[src/rtl/distance_vector_route_table_assert.svh]
// Assertion macros shared by the route table RTL.
// Expects signals named clk and rst in the scope of use.
`ifndef DISTANCE_VECTOR_ROUTE_TABLE_ASSERT_SVH
`define DISTANCE_VECTOR_ROUTE_TABLE_ASSERT_SVH

// same-cycle implication
`define DVRT_ASSERT_IMP(label, ante, cons) \
  label: assert property (@(posedge clk) disable iff (rst) (ante) |-> (cons)) \
    else $error("route table assertion failed");

// next-cycle implication
`define DVRT_ASSERT_NEXT(label, ante, cons) \
  label: assert property (@(posedge clk) disable iff (rst) (ante) |=> (cons)) \
    else $error("route table assertion failed");

`endif

[src/rtl/dvrt_pkg.sv]
// Shared types, widths and helpers for the route table.
// No dependencies.
package dvrt_pkg;

  localparam int NODES_DEFAULT = 16;
  localparam int CMD_W         = 2;
  localparam int NODE_W        = 4;
  localparam int DIST_W        = 8;
  localparam int HOP_W         = 4;
  localparam int COUNT_W       = 5;
  localparam logic [COUNT_W-1:0] NODE_COUNT_RESET = 5'd16;
  localparam int QDEPTH        = 2;

  typedef enum logic [CMD_W-1:0] {
    CMD_CLEAR = 2'd0,
    CMD_LINK  = 2'd1,
    CMD_EXCH  = 2'd2,
    CMD_READ  = 2'd3
  } cmd_t;

  typedef enum logic [2:0] {
    OP_NOP,
    OP_CLEAR,
    OP_LINK,
    OP_EXCH,
    OP_READ
  } op_kind_t;

  typedef struct packed {
    op_kind_t            kind;
    logic [NODE_W-1:0]   a;
    logic [NODE_W-1:0]   b;
    logic [COUNT_W-1:0]  n;
  } op_t;

  typedef struct packed {
    logic               known;
    logic [DIST_W-1:0]  metric;
    logic [HOP_W-1:0]   hop;
  } route_t;

  typedef struct packed {
    logic full;
    logic empty;
  } q_stat_t;

  function automatic logic [DIST_W-1:0] inc_sat(input logic [DIST_W-1:0] d);
    return (d == {DIST_W{1'b1}}) ? d : d + 1'b1;
  endfunction

endpackage

[src/rtl/dvrt_queue.sv]
// Short op queue between the front and back ends.
// Depends on dvrt_pkg and the assertion macros.
`include "distance_vector_route_table_assert.svh"
module dvrt_queue import dvrt_pkg::*; (
  input  logic    clk,
  input  logic    rst,
  input  logic    push,
  input  op_t     push_op,
  input  logic    pop,
  output op_t     pop_op,
  output q_stat_t stat
);

  localparam int PTR_W = (QDEPTH > 1) ? $clog2(QDEPTH) : 1;
  localparam int CNT_W = $clog2(QDEPTH + 1);
  localparam logic [PTR_W-1:0] PTR_LAST = PTR_W'(QDEPTH - 1);

  op_t              slots [QDEPTH];
  logic [PTR_W-1:0] wr_ptr;
  logic [PTR_W-1:0] rd_ptr;
  logic [CNT_W-1:0] count;

  assign stat.full  = (count == CNT_W'(QDEPTH));
  assign stat.empty = (count == '0);
  assign pop_op     = slots[rd_ptr];

  always_ff @(posedge clk) begin
    if (push) begin
      slots[wr_ptr] <= push_op;
    end
  end

  always_ff @(posedge clk) begin
    if (rst) begin
      wr_ptr <= '0;
      rd_ptr <= '0;
      count  <= '0;
    end else begin
      if (push) begin
        wr_ptr <= (wr_ptr == PTR_LAST) ? '0 : wr_ptr + 1'b1;
      end
      if (pop) begin
        rd_ptr <= (rd_ptr == PTR_LAST) ? '0 : rd_ptr + 1'b1;
      end
      if (push && !pop) begin
        count <= count + 1'b1;
      end else if (pop && !push) begin
        count <= count - 1'b1;
      end
    end
  end

  `DVRT_ASSERT_IMP(a_no_overflow, push, !stat.full || pop)
  `DVRT_ASSERT_IMP(a_no_underflow, pop, !stat.empty)

endmodule

[config.mk]
export PLATFORM = sky130hd
export DESIGN_NAME = dvrt_queue
export DESIGN_NICKNAME = d
export VERILOG_FILES = /design/src/rtl/dvrt_pkg.sv /design/src/rtl/dvrt_queue.sv
export VERILOG_INCLUDE_DIRS = /design/src /design/src/rtl
export SDC_FILE = /design/constraint.sdc
export NUM_CORES = 1
export LEC_CHECK = 0
export ABC_AREA = 1
export BUFFER_PORTS_ARGS = -buffer_cell sky130_fd_sc_hd__buf_4
export CAP_MARGIN = 20
export CORE_MARGIN = 4
export CORE_UTILIZATION = 46
export DETAILED_ROUTE_END_ITERATION = 6
export PLACE_DENSITY = 0.74
export SLEW_MARGIN = 40
export SYNTH_ARGS = -nofsm -noshare
export SYNTH_HDL_FRONTEND = slang
export SYNTH_SLANG_ARGS = --single-unit
[constraint.sdc]
create_clock -name clk -period 1.3 [get_ports clk]
set_input_delay 0.065 -clock clk [delete_from_list [all_inputs] [get_ports clk]]
set_output_delay 0.065 -clock clk [all_outputs]
set_load 0.01 [all_outputs]
* After elaboration in Yosys (flattened, before gate mapping)
Memories as Yosys holds them, arrays and structs flattened. A register that Yosys moved wholly into a read port is not among the register bits. Index checks and enable logic that the tools add are counted.
Storage, ports and cells: bits in registers 4, bits of input ports 20, memories kept 1, word-level logic and storage cells 23, RAM bits 32
Operators by class: mux-type cells 8, add/subtract/negate cells 4, reduce and logical (&&, ||, !) cells 6, equal/unequal tests 1
Memory list:
- slots | words 2, width 16, read ports 1, clocked after memory_dff 1, wr ports 1, RTL line dvrt_queue.sv:18 | op_t slots [QDEPTH];
Operator list (number):
- $mux W1 | 6
- $mux W2 | 2
- $add A1 B1 Y1 const B | 2
- $add A2 B1 Y2 const B | 1
- $eq A2 B2 Y1 const B | 1
- $logic_and A1 B1 Y1 | 2
- $logic_not A1 Y1 | 2
- $logic_not A2 Y1 | 1
- $reduce_bool A2 Y1 | 1
- $sub A2 B1 Y2 const B | 1

* Longest topological paths before layout
depth after elaboration 4, gate-level depth with buffers 8, gate-level depth less buffers 8

* Least setup slack after synthesis
OpenSTA, ideal clock, no wires.
path type register -> register, from register wr_ptr, to memory slots[0][0] in the netlist's numbering (enable), period minus slack after synthesis 1406 ps, path slack -106 ps, library setup time 389 ps, arrival time 1018 ps, stages on the path, launching flop included 2, cells stage by stage dfxtp_1 > nor2_1
RTL lines:
- start: declaration | RTL line dvrt_queue.sv:19 | logic [PTR_W-1:0] wr_ptr;
- start signal: assignment | RTL line dvrt_queue.sv:40 | wr_ptr <= (wr_ptr == PTR_LAST) ? '0 : wr_ptr + 1'b1;
- end: declaration | RTL line dvrt_queue.sv:18
No word-level cell before the write port.

==> results.yml <==
run_status:
  run_status: "finished with violations"
  violations_in_the_final_reports: "setup timing"
timing:
  slew_viol_final: 0
  worst_slew_margin_rel_pct: 80.35
  final.period_utilization_pct: 102.3
  timing_hold_violations_final: 0
  setup_slack_ps: -30.31
  clock_skew_ps: 3.965
  setup_viol: 16
  unrepaired_setup_endpoints_after_global_routing: "yes"
  timing_worst_slew_pin_value_ps: 294.4
  achievable-frequency_mhz: 751.7
  period_minus_slack_ps: 1330
grt:
  antenna_violations_before_repair: 0
  globalRouteOverflowTotal: 0
  first_global_vias: 981
  grt_usage_pct: 13.85
  wire_length_of_the_first_global_routing_pass_um: 4284
  grt_max_degree: 14
clock_tree:
  cts_num_sinks: 37
  max-clock-path-buffers: 2
  path_clk_slew_ps: 100
  tritoncts.num_buffers: 5
  clk-insertion-delay-late_ps: 320
  tritoncts_clock_tree: "yes"
  post_cts_buffers: 0
  cts_h_tree_depth: 2
  clock_tree.root_cell: "clkbuf_4"
placed_design:
  port-buffer-count: 37
  preCtsSetupSlack_ps: 159.9
  hpwl_um: 1748
  finalWeightedCongestion: 0.6384
  dpl-instance-area_um2: 1790
route:
  drt_iter0_drc: 18
  drt-wirelength-per-cell_um: 13.27
  route.detailed.drc: 0
  vias: 876
  wl_um: 2561
  first_pass_iteration_count_of_the_detailed_router: 4
  detail-route-antenna-nets: 0
  post_drt_via_cell_ratio: 4.539
flow_run:
  cap_viol_max_count: 0
synthesis:
  flip_flop_and_latch_count_after_synthesis: 37
  synth-seq-area-share_pct: 73.87
  netlist_top_cells_area: "edfxtp_1, mux2_4, dfxtp_1"
  synth_top_cells_by_count: "edfxtp_1, mux2_4, inv_1, nor2_1, mux2_2"
  ys.flop_type: "edfxtp_1"
  synth.lib_cells_used.distinct: 16
  synthDominantAreaCellType: "edfxtp_1"
  post-synth-top-count-cell: "edfxtp_1"
  ys.warnings.count: 0
  synth.top_cell.area_share_pct: 66.90
  async_reset_ff_share_pct: 0
  yosys.area_share.xor_xnor_pct: 0.6098
  muxShareOfSynthArea_pct: 15.16
  netlist_area_um2: 1436
  synth_adder_area_share_pct: 0.8711
  main_combinational_cell_family_by_area_after_synthesis: "multiplexers"
  synth_simple_gate_area_share_pct: 4.268
  synth-compound-area-share_pct: 0.6969
  synthCells: 83
  mappedNetlistNets: 104
  syn-mean-instance-area_um2: 17.31
  synth-edff-count: 32
power:
  pwr_density_cell_nw_per_um2: 1146
  power.static_leakage_nw: 0.8836
  max-vdd-ir-drop_mv: 0.7142
critical_path:
  criticalPathCategory: "flip-flop to output pin"
  timing.critical_path.to_type: "output pin"
  critical_path_peak_fanout: 5
  worstReg2RegEnd: "slots[0][14]"
  timing.rr.start: "wr_ptr"
  worst-endpoint-required_ps: 1240
  reg2regPathDepth: 2
  timing.reg2reg.setup_slack_ps: 170
  arrival_worst_endpoint_ps: 1270
  startpoint_type: "flip-flop"
floorplanning:
  floorplan.initialDensity_pct: 47.44
  floorplan.die.width_um: 63.88
  floorplan.io_pins: 38
  design.core.area_um2: 3028
  die_height_um: 63.88
  num_rows: 20
  floorplan.die_area_um2: 4081
cells_and_area:
  post_route_utilization_pct: 69.96
  layout-area-overhead-vs-synth_pct: 47.47
  stdcell_area_um2: 2118
  antenna_cells_inserted: 0
  fillCellCount: 218
  nNetsFinal: 169
  drive_above_1_share_pct: 44.30
min_path:
  worst_hold_path_type: "primary input to flip-flop"
  hold_path.startpoint: "pop"
  hold-path-endpoint: "rd_ptr"
  min_path_cells: 3
report_power, final:
group | switching (mW) | leakage, nW | internal [mW] | total (mW)
Sequential | 0.0282 | 0.343 | 1.36 | 1.39
Combinational | 0.187 | 0.514 | 0.304 | 0.491
Clock | 0.329 | 0.0265 | 0.216 | 0.545
worst max path at each step:
stage          cells past startpoint     endpoint      start
2_1_floorplan                      1  slots[0][0]     wr_ptr
3_3_place_gp                       2  slots[0][9]     wr_ptr
3_5_place_dp                       2  slots[0][8]     wr_ptr
4_1_cts                            3    pop_op[5]  flip-flop
5_1_grt                            3    pop_op[5]  flip-flop
6_report                           3    pop_op[5]  flip-flop
final cells by class:
class / count / area (µm²) / area share [%]
clock buffers: 8 / 48.80 / 2.304
inverters: 9 / 33.78 / 1.595
multi-input cells: 35 / 335.3 / 15.83
flip-flops and latches: 37 / 1065 / 50.27
well taps: 44 / 55.05 / 2.599
repair buffers: 60 / 580.6 / 27.41
per-layer routing:
layer	vias up	part of all wire (%)	track usage [%]
met5	-	0	0
met4	0	0.51	4.852
met3	4	5.4	3.515
met2	34	54	25.81
met1	413	40	14.97
li1	425	-	-
critical path, stage by stage (launching register included):
cell and delay [ps]:
dfxtp_4 380, buf_6 140, mux2_4 310, buf_6 120
sequential cells by signal, indices dropped and copies added (netlist names), named ones only:
register,count
count,2
rd_ptr,1
slots,32
wr_ptr,1
per-stage QoR:
step | std cells | hold slack [ps] | TNS [ps] | power, mW
4_1_cts | 193 | 14.82 | -804.9 | 2.455
3_3_place_gp | 167 | 251.3 | 0 | 1.786
2_1_floorplan | 83 | 137.4 | 0 | 1.624
3_5_place_dp | 167 | 254.1 | 0 | 1.804
5_1_grt | 193 | 24.90 | -1250 | 2.544
6_report | 193 | 21.39 | -409.1 | 2.428
repair_timing:
action,CTS,global route
setup endpoints to repair,16,16
gates resized for setup,29,0
hold endpoints to repair,35,0
hold buffers,17,0
cloned,1,0
cell families after synthesis:
| group | after synthesis |
|---|---|
| buffers and inverters | 11 |
| AO/OA/AOI/OAI | 2 |
| multiplexers | 16 |
| AND/OR/NAND/NOR | 15 |
| adder cells (fa/ha/maj) | 1 |
| XOR/XNOR | 1 |
| flip-flops | 37 |
cells in the final DEF (no fill, tap or decap), drive strengths merged:
master and n:
nor2 7, ha 1, dlygate4sd3 17, clkbuf 8
a21oi 1, xnor2 1, buf 43, o21ai 1
mux2 16, nand2 5, dfxtp 5, nand3 1
edfxtp 32, nand4 1, nor3 1, inv 9
Note: power is estimated with default switching activity, not from simulation.
