[config.mk]
export PLATFORM = sky130hd
export DESIGN_NAME = dvrt_front_flat
export DESIGN_NICKNAME = d
export VERILOG_FILES = /design/src/rtl/distance_vector_route_table_assert.svh /design/src/rtl/dvrt_pkg.sv /design/src/rtl/dvrt_if.sv /design/src/rtl/dvrt_front.sv /design/src/flat_wrapper.sv
export SDC_FILE = /design/constraint.sdc
export NUM_CORES = 1
export LEC_CHECK = 0
export BUFFER_PORTS_ARGS = -buffer_cell sky130_fd_sc_hd__buf_2
export CAP_MARGIN = 5
export CORE_AREA = 5 5 42 44
export DETAILED_ROUTE_END_ITERATION = 8
export DIE_AREA = 0 0 47 49
export GPL_ROUTABILITY_DRIVEN = 1
export MAX_ROUTING_LAYER = met4
export PLACE_DENSITY_LB_ADDON = 0.3
export SYNTH_ARGS = -nofsm -noshare
export SYNTH_HDL_FRONTEND = slang
export SYNTH_SLANG_ARGS = --single-unit
[constraint.sdc]
create_clock -name clk -period 2.78 [get_ports clk]
set_input_delay 0.139 -clock clk [delete_from_list [all_inputs] [get_ports clk]]
set_output_delay 0.139 -clock clk [all_outputs]
set_load 0.05 [all_outputs]
[src/rtl/distance_vector_route_table_assert.svh]
// Assertion macros shared by the route table RTL.
// Expects signals named clk and rst in the scope of use.
`ifndef DISTANCE_VECTOR_ROUTE_TABLE_ASSERT_SVH
`define DISTANCE_VECTOR_ROUTE_TABLE_ASSERT_SVH

// same-cycle implication
`define DVRT_ASSERT_IMP(label, ante, cons) \
  label: assert property (@(posedge clk) disable iff (rst) (ante) |-> (cons)) \
    else $error("route table assertion failed");

// next-cycle implication
`define DVRT_ASSERT_NEXT(label, ante, cons) \
  label: assert property (@(posedge clk) disable iff (rst) (ante) |=> (cons)) \
    else $error("route table assertion failed");

`endif

[src/rtl/dvrt_pkg.sv]
// Shared types, widths and helpers for the route table.
// No dependencies.
package dvrt_pkg;

  localparam int NODES_DEFAULT = 16;
  localparam int CMD_W         = 2;
  localparam int NODE_W        = 4;
  localparam int DIST_W        = 8;
  localparam int HOP_W         = 4;
  localparam int COUNT_W       = 5;
  localparam logic [COUNT_W-1:0] NODE_COUNT_RESET = 5'd16;
  localparam int QDEPTH        = 2;

  typedef enum logic [CMD_W-1:0] {
    CMD_CLEAR = 2'd0,
    CMD_LINK  = 2'd1,
    CMD_EXCH  = 2'd2,
    CMD_READ  = 2'd3
  } cmd_t;

  typedef enum logic [2:0] {
    OP_NOP,
    OP_CLEAR,
    OP_LINK,
    OP_EXCH,
    OP_READ
  } op_kind_t;

  typedef struct packed {
    op_kind_t            kind;
    logic [NODE_W-1:0]   a;
    logic [NODE_W-1:0]   b;
    logic [COUNT_W-1:0]  n;
  } op_t;

  typedef struct packed {
    logic               known;
    logic [DIST_W-1:0]  metric;
    logic [HOP_W-1:0]   hop;
  } route_t;

  typedef struct packed {
    logic full;
    logic empty;
  } q_stat_t;

  function automatic logic [DIST_W-1:0] inc_sat(input logic [DIST_W-1:0] d);
    return (d == {DIST_W{1'b1}}) ? d : d + 1'b1;
  endfunction

endpackage

[src/rtl/dvrt_if.sv]
// Channel interfaces: command items in, result items out, config writes.
// Depends on dvrt_pkg.
interface dvrt_cmd_if import dvrt_pkg::*; ();
  logic              valid;
  logic              ready;
  logic [CMD_W-1:0]  command;
  logic [NODE_W-1:0] node_a;
  logic [NODE_W-1:0] node_b;
  modport source(output valid, command, node_a, node_b, input ready);
  modport sink(input valid, command, node_a, node_b, output ready);
endinterface


interface dvrt_cfg_if import dvrt_pkg::*; ();
  logic               valid;
  logic               ready;
  logic [COUNT_W-1:0] node_count;
  modport source(output valid, node_count, input ready);
  modport sink(input valid, node_count, output ready);
endinterface

[src/rtl/dvrt_front.sv]
// Front end: takes command items and config writes, range-checks and
// classifies each item into a queue op. Depends on dvrt_pkg and dvrt_if.
module dvrt_front import dvrt_pkg::*; #(
  parameter int NODES = NODES_DEFAULT
) (
  input  logic             clk,
  input  logic             rst,
  dvrt_cmd_if.sink         cmd,
  dvrt_cfg_if.sink         cfg,
  input  logic             booting,
  input  q_stat_t          qs,
  output logic             push,
  output op_t              push_op
);

  logic [COUNT_W-1:0] node_count;
  logic [COUNT_W-1:0] active_n;
  logic               in_range;
  logic               distinct;

  always_ff @(posedge clk) begin
    if (rst) begin
      node_count <= NODE_COUNT_RESET;
    end else if (cfg.valid) begin
      node_count <= cfg.node_count;
    end
  end

  assign cfg.ready = 1'b1;
  assign cmd.ready = !qs.full && !booting;
  assign push      = cmd.valid && cmd.ready;

  assign active_n = (32'(node_count) < NODES) ? node_count : COUNT_W'(NODES);
  assign in_range = ({1'b0, cmd.node_a} < active_n) && ({1'b0, cmd.node_b} < active_n);
  assign distinct = (cmd.node_a != cmd.node_b);

  always_comb begin
    push_op.a = cmd.node_a;
    push_op.b = cmd.node_b;
    push_op.n = active_n;
    unique case (cmd_t'(cmd.command))
      CMD_CLEAR: push_op.kind = OP_CLEAR;
      CMD_LINK:  push_op.kind = (in_range && distinct) ? OP_LINK : OP_NOP;
      CMD_EXCH:  push_op.kind = (in_range && distinct) ? OP_EXCH : OP_NOP;
      CMD_READ:  push_op.kind = in_range ? OP_READ : OP_NOP;
      default:   push_op.kind = OP_NOP;
    endcase
  end

endmodule

[src/flat_wrapper.sv]
// flat-port wrapper written by rule: the top's interface ports become plain ports
module dvrt_front_flat import dvrt_pkg::*;
#(
  parameter int NODES = NODES_DEFAULT
)
  (clk, rst, booting, qs, push, push_op, cmd_valid, cmd_command, cmd_node_a, cmd_node_b, cmd_ready, cfg_valid, cfg_node_count, cfg_ready);
  dvrt_cmd_if cmd_i ();
  dvrt_cfg_if cfg_i ();
  input  logic clk;
  input  logic rst;
  input  logic booting;
  input  q_stat_t qs;
  output logic push;
  output op_t push_op;
  input wire logic [$bits(cmd_i.valid)-1:0] cmd_valid;
  input wire logic [$bits(cmd_i.command)-1:0] cmd_command;
  input wire logic [$bits(cmd_i.node_a)-1:0] cmd_node_a;
  input wire logic [$bits(cmd_i.node_b)-1:0] cmd_node_b;
  output wire logic [$bits(cmd_i.ready)-1:0] cmd_ready;
  input wire logic [$bits(cfg_i.valid)-1:0] cfg_valid;
  input wire logic [$bits(cfg_i.node_count)-1:0] cfg_node_count;
  output wire logic [$bits(cfg_i.ready)-1:0] cfg_ready;
  assign cmd_i.valid = cmd_valid;
  assign cmd_i.command = cmd_command;
  assign cmd_i.node_a = cmd_node_a;
  assign cmd_i.node_b = cmd_node_b;
  assign cmd_ready = cmd_i.ready;
  assign cfg_i.valid = cfg_valid;
  assign cfg_i.node_count = cfg_node_count;
  assign cfg_ready = cfg_i.ready;
  dvrt_front #(.NODES(NODES)) u_core (.clk(clk), .rst(rst), .cmd(cmd_i), .cfg(cfg_i), .booting(booting), .qs(qs), .push(push), .push_op(push_op));
endmodule
Word-level counts from Yosys, hierarchy flattened --
Cells that the tools add are included.
Cells by class: $lt $le $gt $ge 3, equal/unequal tests 4, multiplexer cells 5, reductions and logical operators 7
Operators by type and width (number):
- case mux 3 bit (4 select lines) | 1
- < comparator 4 x 5 -> 1 bit | 2
- < comparator 5 bit, second input constant | 1
- 2-to-1 mux 5 bit | 1
- equality test 2 bit, second input constant | 2
- logical AND 1 bit | 4
- 2-to-1 mux 2 bit | 2
- != test 4 bit | 1
- 2-to-1 mux 3 bit | 1
- equality test 2 x 1 -> 1 bit, second input constant | 1
- logical NOT 1 bit | 2
- logical NOT 2 bit | 1
Storage, ports and cells: bits in registers 5, bits of input ports 22, output and inout bits 19, logic and storage cells 20

Depth between registers and ports, before layout --
Gate-level depths: netlist (run 1).
depth after elaboration 7, mapped depth 7, depth with buffers taken out 7

Worst setup path after synthesis (run 1) --
No wires, ideal clock.
path type reg2out, from register u_core.node_count[4], to output port push_op[13] in the netlist's numbering, arrival time 2.150 ns, slack 0.491 ns, cell stages (with the launch flop) 8, path buffers 0, cell sequence dfxtp_1 inv_1 nand2_1 ha_1 a21o_1 a31oi_1 o221ai_2 a31oi_1
RTL lines:
- start: declaration | line dvrt_front.sv:16 | logic [COUNT_W-1:0] node_count;
- start signal: assignment | line dvrt_front.sv:25 | node_count <= cfg.node_count;
- end: declaration | line flat_wrapper.sv:14 | output op_t push_op;

==> run summary, run 1 <==
The power per cell area is ~420 mW/mm^2. The top cell types in the final layout, fill and taps aside, are 38 x sky130_fd_sc_hd__buf_2, 6 x sky130_fd_sc_hd__inv_1, 6 x sky130_fd_sc_hd__nor2_1, 6 x sky130_fd_sc_hd__ha_1. The initial antenna violation count is 0.

STA puts the critical path data required time at 2.64 ns. The number of buffers added by the clock tree synthesis step is 3. The leakage component of the power is approximately 0.4 nW. The number of flip-flops in the largest register is 5. The first global-routing pass estimated 1930 um of wire. The final number of setup-violating endpoints came out at 0. In this run the number of H-tree levels came out at 1. The pin count of the biggest net entering global routing is 8. The max-capacitance violation count came out at 0. The portion of total power attributed to combinational logic is between 40% and 50%. Across every metal layer, demand over resource in global routing totals ~11%. In this run, the number of DRC markers left after iteration 0 of detailed routing was 1. In this run the remaining antenna-violating nets after routing total 0. After detailed routing, the number of vias per cell comes to 4.64. The row count came out at 14.

u_core.node_count holds more flip-flops than any other register. The gate count after technology mapping came out at 64. After routing the design area is between 600 and 700 um^2. The reg2reg setup slack came out at 2.04 ns. The library cell used most frequently in the layout, excluding fill and tap cells, is sky130_fd_sc_hd__buf_2. The CTS tree is built. The total number of clock tree sinks came out at 5. Hold is met by 0.126 ns.

The floorplan die width is 47 um. The startpoint of the lowest-slack register-to-register path is u_core.node_count[4]. The synthesis warning total came out at 0. Compared with the post-synthesis result, the final layout area differs by 29.9%.

The number of unique standard cell types used by synthesis came out at 22. The post-CTS setup repair buffer count came out at 0. The synthesized flop and latch total came out at 5. The sequential group share of total power is 27.4%.

The vertical extent of the die came out at 49 um. In this run the critical register-to-register path is captured at u_core.node_count[4]. The internal power of the cells came out at 0.169 mW.

The cell depth of the worst flop-to-flop path is 2. The starting utilization of the core area is 37.7%. The maximum count of clock buffers along a single path is 2. The buffer cell driving the clock tree root is sky130_fd_sc_hd__clkbuf_4. The worst setup path is captured at a primary output.

The full die area is 0.00230 mm^2. The arrival time reported for the critical path endpoint is 2.20 ns. Along the worst hold path, the cell count comes to 2. The hold violation total from the final report came out at 0. Along the worst path, the maximum fanout reaches 7. On the worst path, the slowest cell contributes a delay of 0.31 ns.

The instance area after placement is around 660 um^2. The via count of the first global-routing pass was 489. The critical hold path startpoint is rst. The final worst-path setup slack came out at 0.439 ns. The total chip power came out at 0.289 mW.

Of the total power, the clock network draws 29.2%. The net count of the mapped netlist came out at slightly above 90. For this design the top-level I/O count stands at 41. Setup repair after global routing left no endpoint under its margin. The path class of the tightest hold or removal check is in2reg. The flow ran to the end, and the final reports show no timing, DRC or antenna violations. In this run the power spent charging and discharging nets is approximately 0.12 mW. The number of antenna diodes in the final layout is 0. For this design, the CTS-stage hold fixing added 0 buffers. The via count of the routed design is 515.

Walking the worst path, the cells encountered are inv_1, nand2_1, ha_1, a21o_1, a31oi_1, o221ai_2, a211oi_2, buf_2. The post-detailed-route DRC marker count came out at 0. The worst setup path is of the reg2out kind. The highest attainable clock frequency came out at 0.427 GHz. The worst-case IR drop observed on VDD is 0.185 mV. The pre-CTS setup slack is 0.665 ns.

The cell area after technology mapping came out at 528 um^2. The residual overflow from global routing came out at 0. The number of slew-limit violations in the final report came out at 0. For the final routed database, the setup TNS stands at 0 ns. The post-detailed-routing wire length is between 1000 and 1500 um. The largest registers in the layout are u_core.node_count: 5 flops. The total of cells resized after clock tree synthesis is 0.

After layout, the minimum clock period comes to between 2 and 2.5 ns. Of the cells placed in the final design, the portion with a size suffix greater than 1 is 47.4%. The final layout net count came out at 124. The pre-antenna-repair detailed-routing pass consisted of 2 iterations. The worst setup path is launched from a flip-flop. The slowest stage of the critical path belongs to the cell sky130_fd_sc_hd__dfxtp_1. The synthesized area per cell came out at 8.25 um^2. After clock tree synthesis, the clock-pin slew on the worst setup and hold paths is about 0.05 ns. The fraction of power spent switching nets came out at 41.5%. The routed wirelength normalized by instance count came out at ~11 um. At the later pin of the worst-skew pair, clock insertion delay measures 0.24 ns.

The standard cell core area came out at 0.00140 mm^2. The worst hold endpoint is u_core.node_count[1]. Of the available clock period, the critical path in the final layout requires 84.2%. The share of the Yosys chip area taken by registers is 19.0%. At the end of routability-driven placement, the weighted congestion stood at 0.678.

The final worst clock skew came out at 0 ns. Input and output buffers added on the ports amount to 38.
[worst max-delay path by stage]
stage	endpoint	from	depth (start not counted)
floorplan	push_op[13]	u_core.node_count[4]	7
global placement	push_op[14]	u_core.node_count[4]	8
detailed placement	push_op[14]	u_core.node_count[4]	8
CTS	push_op[14]	u_core.node_count[4]	8
global route	push_op[14]	u_core.node_count[4]	8
finish	push_op[14]	u_core.node_count[4]	8
[per-stage QoR]
step	std cells	utilization, %
6_report	111	48.9
5_1_grt	111	48.9
4_1_cts	111	48.9
3_5_place_dp	107	47.1
3_3_place_gp	107	47.1
2_1_floorplan	64	-
[worst max-delay path: cells and delay by family (launching register included)]
family,cells,cell delay (ns)
and+or+nand+nor,1,0.15
DFF,1,0.31
AOI/OAI and AO/OA,4,0.72
adders and majority gates,1,0.31
buffers and inverters,2,0.47
[cell type report]
class,instances,area [um^2]
flip-flops and latches,5,100
repair buffers,38,190
inverters,6,22.5
well taps,16,20.0
multi-input cells,42,327
fillers,158,716
clock buffers,4,26.3
[Yosys cell counts]
library cell,instances,share of area (%)
sky130_fd_sc_hd__dfxtp_1,5,19
sky130_fd_sc_hd__xnor2_1,1,1.7
sky130_fd_sc_hd__a21o_1,2,2.8
sky130_fd_sc_hd__nor2_1,6,4.3
sky130_fd_sc_hd__mux2i_1,4,7.6
sky130_fd_sc_hd__and2_1,1,1.2
sky130_fd_sc_hd__nand2b_1,2,2.4
sky130_fd_sc_hd__clkbuf_1,1,0.71
sky130_fd_sc_hd__nor4_2,1,2.4
sky130_fd_sc_hd__nand2_1,5,3.6
sky130_fd_sc_hd__ha_1,6,14
sky130_fd_sc_hd__a21oi_1,1,0.95
sky130_fd_sc_hd__o221ai_2,1,2.8
sky130_fd_sc_hd__conb_1,1,0.71
sky130_fd_sc_hd__inv_1,6,4.3
sky130_fd_sc_hd__nor2b_1,1,1.2
sky130_fd_sc_hd__o211ai_1,1,1.4
sky130_fd_sc_hd__o21ai_0,1,0.95
sky130_fd_sc_hd__a31oi_1,2,2.4
sky130_fd_sc_hd__a211oi_2,2,4.7
sky130_fd_sc_hd__buf_4,10,14
sky130_fd_sc_hd__xor2_1,4,6.6
[power by group through the flow]
stage	clock network [mW]	logic [mW]	registers [mW]
after CTS	0.0874	0.127	0.0794
after floorplan	0	0.101	0.0798
after global placement	0	0.124	0.0805
after detailed placement	0	0.127	0.0805
final	0.0844	0.126	0.0792
after global routing	0.0931	0.137	0.0799
[metal layers]
| layer | up-vias | global-route usage (%) | wire (um) |
|---|---|---|---|
| met5 | - | - | 0 |
| met4 | 0 | 5.53 | 0 |
| met3 | 0 | 1.11 | 144 |
| met2 | 23 | 18.8 | 641 |
| met1 | 229 | 13.2 | 463 |
| li1 | 263 | - | - |
[kinds of logic (layout without fill, tap and decap cells)]
logic type,count (synthesis),in the layout,share of synthesized area (%)
buffers and inverters,17,48,19.2
DFF,5,5,19.0
AOI/OAI and AO/OA,10,10,16.1
and+or+nand+nor,16,16,14.9
xor gates and xnor gates,5,5,8.29
other,1,1,0.710
adders and majority gates,6,6,14.2
muxes,4,4,7.58
(Power assumes the default switching activity.)
==> run 2, diff against run 1 <==
--- a/config.mk
+++ b/config.mk
@@ -7,9 +7,9 @@
 export LEC_CHECK = 0
 export BUFFER_PORTS_ARGS = -buffer_cell sky130_fd_sc_hd__buf_2
 export CAP_MARGIN = 5
-export CORE_AREA = 5 5 42 44
+export CORE_MARGIN = 5
+export CORE_UTILIZATION = 38
 export DETAILED_ROUTE_END_ITERATION = 8
-export DIE_AREA = 0 0 47 49
 export GPL_ROUTABILITY_DRIVEN = 1
 export MAX_ROUTING_LAYER = met4
 export PLACE_DENSITY_LB_ADDON = 0.3
==> constraint.sdc (replaced) <==
create_clock -name clk -period 2.5 [get_ports clk]
set_input_delay 0.125 -clock clk [delete_from_list [all_inputs] [get_ports clk]]
set_output_delay 0.125 -clock clk [all_outputs]
set_load 0.05 [all_outputs]
==> run summary, run 2 (synthesis results as in run 1) <==
The instance area after placement came out at 658 um^2 (was 659 um^2). The largest stage delay on the critical path is 0.31 ns (about the same). The via count of the first global-routing pass is 521 (was 489). The highest attainable clock frequency came out at 0.433 GHz.

The core utilization of the finished layout is 53.0% (was 48.9%). The final layout net count came out at 124 (unchanged). The total global routing track utilization came to 12.4% (was 11.4%). The number of flip-flops in the largest register is 5 (unchanged). The power per cell area was 468 mW/mm^2 (was 422 mW/mm^2). The final antenna-violating net count came out at 0 (unchanged). Largest registers in the final layout: u_core.node_count: 5 flops (unchanged).

The number of DRC markers after the initial detailed-route iteration came out at 5 (was 1). The number of placed I/O pins is 41 (unchanged). The global placer's final weighted congestion came out at 0.727 (was 0.678).

The register name with the most flops is u_core.node_count (unchanged). The terminus of the critical flop-to-flop path is u_core.node_count[4] (unchanged). The critical-path maximum fanout came out at 7 (unchanged). The per-cell via count in the routed design came to 4.77 (was 4.64). The pre-CTS setup slack came to 0.436 ns (was 0.665 ns).

The detailed placer's ending HPWL is 1130 um. The initial antenna violation count was 0 (unchanged). The non-filler instance count after layout came out at 110 (was 111). The cell depth of the worst flop-to-flop path came to 2 (unchanged). The clock latency on the worst-skew pair came out at 0.24 ns (about the same).

The standard cell core area is 0.00130 mm^2 (was 0.00140 mm^2). The max-capacitance violation count came out at 0 (unchanged). The number of buffer and inverter instances along the worst setup path came out at 2 (unchanged). The leakage component of the power is 0.400 nW (about the same). The final worst-path setup slack came out at 0.193 ns (was 0.439 ns). The pin count of the biggest net entering global routing came out at 8 (unchanged). The arrival time reported for the critical path endpoint is 2.18 ns (was 2.20 ns).

The multi-input gate area in the final layout came to 327 um^2 (unchanged). The number of buffers added by the clock tree synthesis step is 3 (unchanged). The slowest cell on the critical path is sky130_fd_sc_hd__dfxtp_1 (unchanged). The post-detailed-route DRC marker count is 0 (unchanged). The buffer cell driving the clock tree root is sky130_fd_sc_hd__clkbuf_4 (unchanged). The total of fill cells in the finished design is 146 (was 158). The row count is 13 (was 14). The CTS tree is built (unchanged).

The number of inserted diodes is 0 (unchanged). The post-detailed-routing wire length came out at 1270 um (was 1250 um). The reg2reg setup slack is 1.79 ns (was 2.04 ns).

The clock-pin slew on the worst setup and hold paths came out at 0.04 ns (was 0.05 ns). The routed wirelength normalized by instance count is 11.5 um (was 11.3 um). The residual overflow from global routing came out at 0 (unchanged).

Run status: completed (unchanged). The share of the clock period used by the worst path after layout came out at 92.3%. Commonest cells after routing, fill and taps aside: 36 x sky130_fd_sc_hd__buf_2, 6 x sky130_fd_sc_hd__inv_1, 6 x sky130_fd_sc_hd__nor2_1, 6 x sky130_fd_sc_hd__ha_1 (was 38 x sky130_fd_sc_hd__buf_2, 6 x sky130_fd_sc_hd__inv_1, 6 x sky130_fd_sc_hd__nor2_1, 6 x sky130_fd_sc_hd__ha_1).

The leading cell type in the layout, fill and taps excluded is sky130_fd_sc_hd__buf_2 (unchanged). The hold-fix buffer count after cts is 0 (unchanged). The final-layout setup total negative slack is 0 ns (unchanged).

The final worst clock skew is 0 ns (unchanged). The final instance area is 689 um^2 (was 686 um^2). The total chip power came out at 0.323 mW (was 0.289 mW). The via count of the routed design was 525 (was 515). The launch point of the worst path is u_core.node_count[4] (unchanged).

The area overhead of the layout relative to synthesis is 30.6% (was 29.9%). RSZ-0062 raised after global routing: false (unchanged). The kind of start point of the critical path is a flip-flop (unchanged). The number of slew-limit violations in the final report is 0 (unchanged). The kind of end point of the critical path was a primary output (unchanged).

The floorplan die width is 47.3 um (was 47 um). The maximum vdd ir drop came out at 0.287 mV (was 0.185 mV). The full die area is 0.00223 mm^2 (was 0.00230 mm^2). The count of input and output buffers is 38 (unchanged). The H-tree level count came out at 1 (unchanged).

The number of instances in the placed design is 106 (was 107). The fraction of final layout cells sized beyond drive strength 1 is 47.4% (unchanged). The startpoint of the lowest-slack register-to-register path was u_core.node_count[4] (unchanged). The total number of clock tree sinks is 5 (unchanged).

The maximum count of clock buffers along a single path is 2 (unchanged). The kind of cell adding the most delay to the critical path is compound AO/OA/AOI/OAI gates (unchanged). The minimum clock period came out at 2.31 ns. The total area of sequential cells came out at 100 um^2 (unchanged). The capture point of the worst path is push_op[14] (unchanged). The number of gates on the worst path with buffers counted is 8 (unchanged). The vertical extent of the die is 47.3 um (was 49 um).

Critical-path cell list: inv_1, nand2_1, ha_1, a21o_1, a31oi_1, o221ai_2, a211oi_2, clkbuf_4 (was inv_1, nand2_1, ha_1, a21o_1, a31oi_1, o221ai_2, a211oi_2, buf_2). The worst hold path cell count came to 2 (unchanged). The final number of setup-violating endpoints came out at 0 (unchanged). The first-pass iteration count of the detailed router came out at 2 (unchanged). The starting utilization of the core area is 40.6% (was 37.7%).

The global-route wire length before repair is 1900 um (was 1930 um). The data required time of the critical path came out at 2.38 ns (was 2.64 ns). The worst hold-check slack is 0.106 ns (was 0.126 ns). The class of the most critical setup path is reg2out (unchanged). The hold violation total from the final report was 0 (unchanged).

The class of the tightest hold or removal check is in2reg (unchanged).
[run 2: cell count changes in the layout (fill, tap and decap cells not counted)]
cell	previous run	this run
sky130_fd_sc_hd__clkbuf_4	3	5
sky130_fd_sc_hd__buf_2	38	36
[run 2: power by group]
part	switching (mW)	internal, mW	leakage [nW]	total (mW)
logic	0.0971	0.0447	0.344	0.142
registers	0.00327	0.0851	0.0414	0.0883
clock network	0.0321	0.0603	0.0150	0.0924
total	0.132	0.190	0.400	0.323
[run 2: how the worst min path moves through the flow]
stage	slack [ns]	start	end
floorplan	0.20	rst	u_core.node_count[0]
global placement	0.35	cfg_node_count[4]	u_core.node_count[4]
detailed placement	0.36	cfg_node_count[4]	u_core.node_count[4]
CTS	0.10	rst	u_core.node_count[2]
global route	0.11	rst	u_core.node_count[0]
finish	0.11	rst	u_core.node_count[2]
[run 2: final cells by class]
cell class	count	share of cell area (%)
sequential	5	14.5
tap	15	2.72
clock buffer	4	3.81
inverter	6	3.27
timing repair buffer	38	28.3
multi-input combinational	42	47.4
[run 2: repair_timing]
action                     CTS  global route
setup buffers                0             0
setup endpoints to repair    0             2
gates resized for setup      0             2
[run 2: per-layer routing]
layer / part of all wire [%] / vias up / GRT usage [%]
li1: - / 266 / -
met3: 8.4 / 2 / 1.92
met4: 1.2 / 0 / 10.5
met5: 0 / - / -
met2: 52 / 23 / 21.1
met1: 39 / 234 / 11.9
==> run 3, diff against run 2 <==
--- a/config.mk
+++ b/config.mk
@@ -5,11 +5,11 @@
 export SDC_FILE = /design/constraint.sdc
 export NUM_CORES = 1
 export LEC_CHECK = 0
-export BUFFER_PORTS_ARGS = -buffer_cell sky130_fd_sc_hd__buf_2
 export CAP_MARGIN = 5
-export CORE_MARGIN = 5
-export CORE_UTILIZATION = 38
+export CORE_AREA = 5 5 42 44
 export DETAILED_ROUTE_END_ITERATION = 8
+export DIE_AREA = 0 0 47 49
+export DONT_BUFFER_PORTS = 1
 export GPL_ROUTABILITY_DRIVEN = 1
 export MAX_ROUTING_LAYER = met4
 export PLACE_DENSITY_LB_ADDON = 0.3
==> run summary, run 3 (synthesis results as in run 1) <==
Run status: completed (unchanged). Critical-path cell list: inv_1, nand2_1, ha_1, a21o_1, a31oi_1, o221ai_2, a211oi_2, buf_4 (was inv_1, nand2_1, ha_1, a21o_1, a31oi_1, o221ai_2, a211oi_2, clkbuf_4). The multi-input gate area in the final layout came to 327 um^2 (unchanged). The total global routing track utilization is 9.10% (was 12.4%). The number of inserted diodes came out at 0 (unchanged). The full die area came out at 0.00230 mm^2 (was 0.00223 mm^2). The clock latency on the worst-skew pair is 0.24 ns (about the same). The detailed-route wire length on metal 1 is 400 um (was 489 um). The H-tree level count is 1 (unchanged). The register name with the most flops was u_core.node_count (unchanged). The arrival time reported for the critical path endpoint came out at 2.11 ns (was 2.18 ns). The clock-pin slew on the worst setup and hold paths is 0.04 ns (about the same). The kind of end point of the critical path is a primary output (unchanged).

The final worst clock skew is 0 ns (unchanged). The per-cell via count in the routed design is 4.76 (was 4.77). The final layout net count is 93 (was 124).

The buffer cell driving the clock tree root is sky130_fd_sc_hd__clkbuf_4 (unchanged). Commonest cells after routing, fill and taps aside: 6 x sky130_fd_sc_hd__inv_1, 6 x sky130_fd_sc_hd__nor2_1, 6 x sky130_fd_sc_hd__ha_1, 6 x sky130_fd_sc_hd__buf_4 (was 36 x sky130_fd_sc_hd__buf_2, 6 x sky130_fd_sc_hd__inv_1, 6 x sky130_fd_sc_hd__nor2_1, 6 x sky130_fd_sc_hd__ha_1). The kind of start point of the critical path is a flip-flop (unchanged). The number of DRC markers after the initial detailed-route iteration is 0 (was 5). The via count of the first global-routing pass was 357 (was 521).

The fraction of final layout cells sized beyond drive strength 1 came out at 20.3% (was 47.4%). Largest registers in the final layout: u_core.node_count: 5 flops (unchanged). The total area of sequential cells came to 100 um^2 (unchanged).

The CTS tree is built (unchanged). The startpoint of the lowest-slack register-to-register path is u_core.node_count[4] (unchanged). The residual overflow from global routing is 0 (unchanged). The starting utilization of the core area is 37.7% (was 40.6%).

The critical-path maximum fanout is 7 (unchanged). The final-layout setup total negative slack is 0 ns (unchanged). The number of placed I/O pins came out at 41 (unchanged). The number of flip-flops in the largest register came out at 5 (unchanged). The pin count of the biggest net entering global routing was 8 (unchanged). The sequential group share of total power is 32.5% (was 27.4%).

The met3 wire length came out at 140 um (was 106 um). The total of fill cells in the finished design came out at 160 (was 146). The total chip power came out at 0.270 mW (was 0.323 mW). The maximum count of clock buffers along a single path is 2 (unchanged). The class of the tightest hold or removal check is in2reg (unchanged). The number of slew-limit violations in the final report is 0 (unchanged). The largest stage delay on the critical path is 0.31 ns (about the same).

The routed wirelength normalized by instance count was 13.1 um (was 11.5 um). The number of buffers added by the clock tree synthesis step is 3 (unchanged). The row count came out at 14 (was 13). The minimum clock period is 2.24 ns (was 2.31 ns). The portion of total power attributed to combinational logic came out at 33.5% (was 44.0%).

The total number of clock tree sinks came out at 5 (unchanged). The terminus of the critical flop-to-flop path is u_core.node_count[4] (unchanged). The final antenna-violating net count came out at 0 (unchanged). The share of the clock period used by the worst path after layout came to 89.5% (was 92.3%). The global-route wire length before repair is 1460 um (was 1900 um). The cell depth of the worst flop-to-flop path is 2 (unchanged). The initial antenna violation count came out at 0 (unchanged). The data required time of the critical path is 2.38 ns (about the same). The critical hold path startpoint is cfg_valid (was rst). The slowest cell on the critical path was sky130_fd_sc_hd__ha_1 (was sky130_fd_sc_hd__dfxtp_1). The highest attainable clock frequency was 0.447 GHz (was 0.433 GHz).

The count of input and output buffers came out at 0 (was 38). The power per cell area is 491 mW/mm^2 (was 468 mW/mm^2). The vertical extent of the die is 49 um (was 47.3 um). The maximum vdd ir drop came out at 0.205 mV (was 0.287 mV). RSZ-0062 raised after global routing: false (unchanged). The fraction of power spent switching nets was 34.6% (was 41.1%). The net switching power came out at 0.0934 mW (was 0.132 mW). The clock network fraction of total power is 34.0% (was 28.7%). The post-detailed-routing wire length is 1050 um (was 1270 um). The max-capacitance violation count is 0 (unchanged). The internal power of the cells came out at 0.177 mW (was 0.190 mW). The post-CTS setup repair buffer count is 0 (unchanged). The final number of setup-violating endpoints is 0 (unchanged). The global placer's final weighted congestion is 0.714 (was 0.727). The post-detailed-route DRC marker count came out at 0 (unchanged). The routed length on met2 is 506 um (was 657 um). The hold violation total from the final report came out at 0 (unchanged). The detailed placer's ending HPWL is 916 um (was 1130 um). The leakage component of the power came out at 0.275 nW (was 0.400 nW). The reg2reg setup slack came to 1.81 ns (was 1.79 ns). The uppermost layer routed is met3 (was met4). The standard cell core area is 0.00140 mm^2 (was 0.00130 mm^2). The first-pass iteration count of the detailed router is 1 (was 2). The class of the most critical setup path is reg2out (unchanged).

The worst hold endpoint is u_core.node_count[4] (was u_core.node_count[2]). The floorplan die width is 47 um (was 47.3 um). The worst hold path cell count was 1 (was 2). The via count of the routed design was 381 (was 525).

The area overhead of the layout relative to synthesis came to 4.27% (was 30.6%).
==> run 3: through the flow <==
stage / area [um^2] / hold WS [ns] / util, % / std cells / worst slack [ns]
after global routing: 551 / 0.0179 / 39.3 / 80 / 0.0288
after CTS: 551 / 0.00458 / 39.3 / 80 / 0.206
after floorplan: 528 / 0.197 / - / 64 / 0.225
after detailed placement: 514 / 0.200 / 36.7 / 75 / 0.475
final: 551 / 0.0158 / 39.3 / 80 / 0.262
after global placement: 514 / 0.199 / 36.7 / 75 / 0.476
==> run 3: layout make-up <==
cell class / instances / share of cell area, %
sequential: 5 / 18.2
clock buffer: 4 / 4.77
timing repair buffer: 7 / 10.0
multi-input combinational: 42 / 59.3
tap: 16 / 3.64
inverter: 6 / 4.09
==> run 3: worst max-delay path by stage <==
stage	start	end	slack [ns]	cells after the start
after global placement	u_core.node_count[4]	push_op[14]	0.48	8
after floorplan	u_core.node_count[4]	push_op[13]	0.22	7
after detailed placement	u_core.node_count[4]	push_op[14]	0.47	8
after CTS	u_core.node_count[4]	push_op[14]	0.21	8
final	u_core.node_count[4]	push_op[14]	0.26	8
after global routing	u_core.node_count[4]	push_op[14]	0.03	8
==> run 3: repair_timing <==
action / in CTS / in global routing
resized for setup: 0 / 0
hold buffers: 1 / 0
hold endpoints to repair: 5 / 0
setup endpoints to repair: 0 / 0
==> run 3: power by group through the flow <==
| stage | Combinational [mW] | Sequential, mW | Clock, mW |
|---|---|---|---|
| 2_1_floorplan | 0.112 | 0.0887 | 0 |
| 5_1_grt | 0.0980 | 0.0886 | 0.101 |
| 4_1_cts | 0.0916 | 0.0879 | 0.0980 |
| 3_5_place_dp | 0.0893 | 0.0892 | 0 |
| 3_3_place_gp | 0.0884 | 0.0893 | 0 |
| 6_report | 0.0904 | 0.0878 | 0.0919 |
==> run 3: layer usage <==
metal,GRT usage (%),vias to the layer above
met5,-,-
met4,5.53,0
met3,2.21,0
met2,13.6,19
met1,10.6,160
li1,-,202
==> run 3: critical path: cells and delay by family, from the launching register on <==
family                     cells  cell delay, ns
and+or+nand+nor                1            0.14
adders and majority gates      1            0.31
DFF                            1            0.30
buffers and inverters          2            0.39
AOI/OAI and AO/OA              4            0.73
